==> src/bxds_pkg.sv <==
package bxds_pkg;

   localparam int MaxSrcSize  = 4096;
   localparam int MaxDstWidth = 1024;
   localparam int FracBits    = 16;

   localparam int SizeW  = 13;   // 1..4096
   localparam int TwW    = 11;   // 1..1024
   localparam int ColW   = 12;   // source column index
   localparam int RowW   = 12;   // source row index
   localparam int OColW  = 10;   // output column index
   localparam int ORowW  = 12;   // output row index
   localparam int StepW  = 29;   // 13.16 step, integer part up to 4096
   localparam int CntW   = 26;   // window area up to 4096*4096
   localparam int DivW   = 32;

   // register indexes on the csr port
   localparam logic [1:0] RegSrcWidth  = 2'd0;
   localparam logic [1:0] RegSrcHeight = 2'd1;
   localparam logic [1:0] RegDstWidth  = 2'd2;
   localparam logic [1:0] RegDstHeight = 2'd3;

   typedef struct packed {
      logic [SizeW-1:0] source_width;
      logic [SizeW-1:0] source_height;
      logic [TwW-1:0]   target_width;
      logic [SizeW-1:0] target_height;
   } cfg_type;

   typedef struct packed {
      logic clear_step;
      logic take_pixel;
      logic latch_cfg;     // latch sizes, start column step divide
      logic store_col;     // keep column step, start row step divide
      logic store_row;
      logic calc_cnt;
      logic mem_read;
      logic accumulate;    // also starts the average divide on a window end
      logic load_out;
   } cmd_type;

   typedef struct packed {
      logic clear_done;
      logic frame_start;
      logic emit;
      logic div_done;
      logic out_free;
   } sts_type;

endpackage

==> src/bxds_ctrl.sv <==
module bxds_ctrl (
   input  logic              clock,
   input  logic              reset,
   input  logic              req_valid,
   output logic              req_stall,
   input  bxds_pkg::sts_type sts,
   output bxds_pkg::cmd_type cmd
);
   import bxds_pkg::*;

   typedef enum logic [9:0] {
      S_CLEAR = 10'b0000000001,
      S_IDLE  = 10'b0000000010,
      S_LATCH = 10'b0000000100,
      S_DIVC  = 10'b0000001000,
      S_DIVR  = 10'b0000010000,
      S_WIN   = 10'b0000100000,
      S_READ  = 10'b0001000000,
      S_ACC   = 10'b0010000000,
      S_DIVA  = 10'b0100000000,
      S_OUT   = 10'b1000000000
   } state_type;

   state_type state_ff, state_in;

   always_comb begin
      state_in  = state_ff;
      cmd       = '0;
      req_stall = 1'b1;
      unique case (state_ff)
         S_CLEAR: begin
            cmd.clear_step = 1'b1;
            if (sts.clear_done) state_in = S_IDLE;
         end
         S_IDLE: begin
            req_stall = 1'b0;
            if (req_valid) begin
               cmd.take_pixel = 1'b1;
               state_in = sts.frame_start ? S_LATCH : S_READ;
            end
         end
         S_LATCH: begin
            cmd.latch_cfg = 1'b1;
            state_in = S_DIVC;
         end
         S_DIVC: begin
            if (sts.div_done) begin
               cmd.store_col = 1'b1;
               state_in = S_DIVR;
            end
         end
         S_DIVR: begin
            if (sts.div_done) begin
               cmd.store_row = 1'b1;
               state_in = S_WIN;
            end
         end
         S_WIN: begin
            cmd.calc_cnt = 1'b1;
            state_in = S_READ;
         end
         S_READ: begin
            cmd.mem_read = 1'b1;
            state_in = S_ACC;
         end
         S_ACC: begin
            cmd.accumulate = 1'b1;
            state_in = sts.emit ? S_DIVA : S_IDLE;
         end
         S_DIVA: begin
            if (sts.div_done) state_in = S_OUT;
         end
         S_OUT: begin
            if (sts.out_free) begin
               cmd.load_out = 1'b1;
               state_in = S_IDLE;
            end
         end
         default: state_in = S_CLEAR;
      endcase
   end

   always_ff @(posedge clock) begin
      if (reset) begin
         state_ff <= S_CLEAR;
      end else begin
         state_ff <= state_in;
      end
   end

endmodule

==> config.mk <==
export PLATFORM = sky130hd
export DESIGN_NAME = bxds_ctrl
export DESIGN_NICKNAME = d
export VERILOG_FILES = /design/src/bxds_pkg.sv /design/src/bxds_ctrl.sv
export SDC_FILE = /design/constraint.sdc
export NUM_CORES = 1
export LEC_CHECK = 0
export ABC_CLOCK_PERIOD_IN_PS = 2120
export BUFFER_PORTS_ARGS = -buffer_cell sky130_fd_sc_hd__clkbuf_2
export CORE_UTILIZATION = 45
export DETAILED_ROUTE_END_ITERATION = 8
export GPL_TIMING_DRIVEN = 0
export PLACE_DENSITY_LB_ADDON = 0.12
export SETUP_SLACK_MARGIN = 0.5
export SYNTH_ARGS = -nofsm -noshare
export SYNTH_HDL_FRONTEND = slang
export SYNTH_SLANG_ARGS = --single-unit
==> constraint.sdc <==
create_clock -name clock -period 2.12 [get_ports clock]
set_clock_uncertainty 0.2 [all_clocks]
set_input_delay 0.318 -clock clock [delete_from_list [all_inputs] [get_ports clock]]
set_output_delay 0.318 -clock clock [all_outputs]
set_load 0.02 [all_outputs]
==> reports/summary.txt, run 1 <==
CTS Buffer Depth -> 2
Ys flop type -> dfxtp_1
Worst_ep grt -> cmd[3]
IO buf count -> 16
Num rows -> 13
Synth area leaders -> dfxtp_1, nor2_1, nor3_1, o21ai_0, nor4_4
Post-synthesis cell area -> 687 um2
DP Area -> 852 um2
First Err -> [ERROR DPL-0038] Utilization greater than 100%, impossible to legalize
EDFF count, synth -> 0
Post-Synth Adder-Cell Area -> 0%
Synthesized net count -> 92
Final GP Congestion -> 0.794
Clock sink count -> 10
Outcome -> stopped before the end
Synthesis-stage register bit count -> 10
Synth area leader -> dfxtp_1
Synth Area in XOR/XNOR -> 3.83%
Die Y -> 41.1 um
Compound-cell area share of the yosys netlist -> 18.0%
Syn Inst Count -> 84
CTS H-tree depth -> 1
DP Wirelength -> 1250 um
Synth Area in Simple Gates -> 44.8%
Exit stage -> global routing
Syn. warnings -> 0
Netlist cell types -> 37
Num ports -> 18
Die W -> 41.1 um
FFs w/ async S/R, synth -> 0%
CTS buffer count -> 3
Largest net degree at the start of global routing -> 11
Synth top area share -> 29.1%
Root Buffer Master -> clkbuf_4
Average size of a mapped cell -> 8.18 um2
Largest family of logic cells by synthesized area -> simple AND/OR/NAND/NOR gates
Mux cell area share after synthesis -> 0%
Initial core utilization -> 50.3%
Seq/Total Area, Yosys -> 29.1%
Worst endpoint type -> primary output
CTS Hold Bufs -> 0
==> cell usage after synthesis, drive strengths merged (2+ instances only) <==
library cell  count
a21oi             4
buf               3
dfxtp            10
nor4              5
nand3             2
xor2              2
nor3              7
nand2             5
or2b              3
nand4             2
nand2b            3
nor2             12
inv               4
o21ai             5
or3               3
==> timing repair <==
action	in CTS
pin swaps	19
setup buffers	19
resized for setup	39
setup endpoints to repair	19
==> cells by family after synthesis <==
kind of cell	Yosys count
AOI/OAI and AO/OA	16
DFF	10
xor gates and xnor gates	3
and+or+nand+nor	48
buffers and inverters	7
==> metrics by stage <==
step                utilization [%]  instances  setup slack [ns]  hold slack [ns]
CTS                            86.2        137            0.0658            0.119
detailed placement             62.4        115            0.0887            0.356
global placement               62.4        115             0.108            0.354
floorplan                         -         84             0.276            0.259
==> run 2: changes to the inputs <==
--- a/config.mk
+++ b/config.mk
@@ -7,11 +7,11 @@
 export LEC_CHECK = 0
 export ABC_CLOCK_PERIOD_IN_PS = 2120
 export BUFFER_PORTS_ARGS = -buffer_cell sky130_fd_sc_hd__clkbuf_2
-export CORE_UTILIZATION = 45
+export CORE_AREA = 2 2 63 65
 export DETAILED_ROUTE_END_ITERATION = 8
+export DIE_AREA = 0 0 65 67
 export GPL_TIMING_DRIVEN = 0
-export PLACE_DENSITY_LB_ADDON = 0.12
-export SETUP_SLACK_MARGIN = 0.5
+export PLACE_DENSITY_LB_ADDON = 0.15
 export SYNTH_ARGS = -nofsm -noshare
 export SYNTH_HDL_FRONTEND = slang
 export SYNTH_SLANG_ARGS = --single-unit
==> run 2 against run 1 <==
Compared with the run above:
- the flow now finishes without violations
- synthesized area did not move
- synthesized cell count did not move
==> reports/summary.txt, run 2 <==
Most flops, register -> state_ff
Initial core utilization -> 19.0%
Placed insts -> 148
Final min period -> 2.10 ns
Vias per Instance -> 4.46
Synth area leader -> dfxtp_1
Pre-CTS WS -> -0.0198 ns
Leak -> 0.000421 uW
Die Y -> 67 um
PwrDens -> 913 nW/um2
Synthesis-stage register bit count -> 10
CTS tree -> yes
Tcrit/Tclk final -> 99.2%
Biggest regs -> state_ff x10
Max reg flops -> 10
First-pass GRT wire length -> 3360 um
Startpoint Class -> flip-flop
Largest net degree at the start of global routing -> 11
Grt total ovfl -> 0
CTS buffer count -> 3
# diodes -> 0
EDFF count, synth -> 0
Clock sink count -> 10
Outcome -> completed
Seq/Total Area, Yosys -> 29.1%
Worst-Margin Slew -> 0.504 ns
Slew Limit Fails -> 0
CP most frequent cell -> buf_4
Worst stage delay on the critical path -> 0.30 ns
# DRC -> 0
Hold Fails Final Rpt -> 0
Clk slew on worst S/H paths -> 0.05 ns
WL/cell -> 12.7 um
Layout cell share with drive strength beyond 1 -> 49.6%
Leading cell type in the layout, fill and taps excluded -> buf_4
Final GP Congestion -> 0.771
FFs w/ async S/R, synth -> 0%
Critical-path top delay cell -> dfxtp_1
Fmax -> 0.475 GHz
Syn. warnings -> 0
Synth top area share -> 29.1%
CORE AREA -> 3610 um2
Commonest cells post-synth -> nor2_1, dfxtp_1, nor3_1, o21ai_0
GRT Util Overall -> 10.4%
1st-iter DRT viols -> 31
Die area -> 4360 um2
VDD IR-drop max -> 0.000230 V
Initial antenna violation count -> 0
Slack of the critical path -> 0.0165 ns
Pre-antenna DRT Iters -> 3
DP Wirelength -> 1440 um
Syn Inst Count -> 84
Netlist cell types -> 37
Final Setup Violations -> 0
Worst skew pair latency -> 0.24 ns
Vias in the first global route -> 680
Final instance area -> 1080 um2
Num ports -> 18
DP Area -> 827 um2
Crit path max fanout -> 7
Final #Nets -> 123
Average size of a mapped cell -> 8.18 um2
Hold WC Path Type -> input port to flip-flop
Max-Cap Viols -> 0
Root Buffer Master -> clkbuf_8
Num rows -> 22
Arrival time worst endpoint -> 1.59 ns
Critical path class -> flip-flop to output port
Area delta synth->final -> 57.0%
Final instance count without filler cells -> 161
Worst path cell trace -> buf_6, nor4_4, buf_4, nand3b_4, nor3b_2, buf_4
DR vias -> 718
Post-synthesis cell area -> 687 um2
Ys flop type -> dfxtp_1
Unrepaired setup endpoints after global routing -> yes
Antenna-violating nets left -> 0
CTS H-tree depth -> 1
Synthesized net count -> 92
IO buf count -> 16
Wirelength, routed -> 2050 um
Worst relative slew slack -> 66.4%
Crit end category -> output port
Required time of the critical path -> 1.60 ns
Count leader, synth -> nor2_1
Most frequent cells in the layout -> buf_4, nor2_1, clkbuf_2
Synth area leaders -> dfxtp_1, nor2_1, nor3_1, o21ai_0, nor4_4
Die W -> 65 um
TNS Setup -> 0 ns
CTS Buffer Depth -> 2
==> run 2: cell counts after synthesis <==
Identical to the previous run, type by type.
==> run 2: per-layer routing <==
metal | track usage (%) | part of all wire [%] | vias to the layer above
li1 | - | - | 369
met1 | 14.1 | 50 | 330
met2 | 15.5 | 45 | 14
met3 | 1.52 | 2.2 | 5
met4 | 6.38 | 2.7 | 0
met5 | 0 | 0 | -
==> run 2: path summary, 6_finish.rpt <==
kind	startpoint	end	slack, ns	cells after the start
worst max-delay path	state_ff[9]	cmd[3]	0.02	6
worst min-delay path	sts[2]	state_ff[8]	0.14	3
worst max register to register	state_ff[1]	state_ff[0]	0.09	5
worst min register to register	state_ff[6]	state_ff[7]	0.36	2
==> run 2: critical path: cells and delay by family (launching register included) <==
family                 cells  cell delay (ns)
buffers and inverters      3             0.49
DFF                        1             0.30
and+or+nand+nor            3             0.55
==> run 2: repair_timing <==
action | CTS | global route
buffers inserted | 5 | 6
resized for setup | 13 | 25
pin swaps | 2 | 7
endpoints found under the setup margin | 9 | 15
hold buffers | 0 | 0
==> run 2: cell type report <==
| class | count | area, um2 |
|---|---|---|
| Timing Repair Buffer | 27 | 200 |
| Tap cell | 48 | 60.1 |
| Inverter | 4 | 15.0 |
| Sequential cell | 10 | 214 |
| Fill cell | 393 | 2530 |
| Multi-Input combinational cell | 67 | 533 |
| Buffer | 2 | 15.0 |
| Clock buffer | 3 | 41.3 |
==> run 2: logic make-up after synthesis <==
logic type | Yosys count | share of synthesized area (%)
AND/OR/NAND/NOR | 48 | 44.8
AO/OA/AOI/OAI | 16 | 18.0
buffers and inverters | 7 | 4.19
XOR/XNOR | 3 | 3.83
flip-flops | 10 | 29.1
==> run 2: per-stage QoR <==
stage	util, %	power [uW]	hold slack (ns)
2_1_floorplan	-	547	0.259
3_3_place_gp	22.9	652	0.345
3_5_place_dp	22.9	650	0.356
4_1_cts	26.5	901	0.144
5_1_grt	29.9	1050	0.139
6_report	29.9	984	0.138
==> run 2: power breakdown <==
part / leakage (uW) / total, uW / internal [uW] / switching [uW]
Clock: 0.0000216 / 203 / 125 / 77.8
Sequential: 0.0000846 / 253 / 207 / 46.0
Combinational: 0.000315 / 529 / 257 / 272
Total: 0.000421 / 984 / 589 / 396
Note: power is estimated with default switching activity, not from simulation.
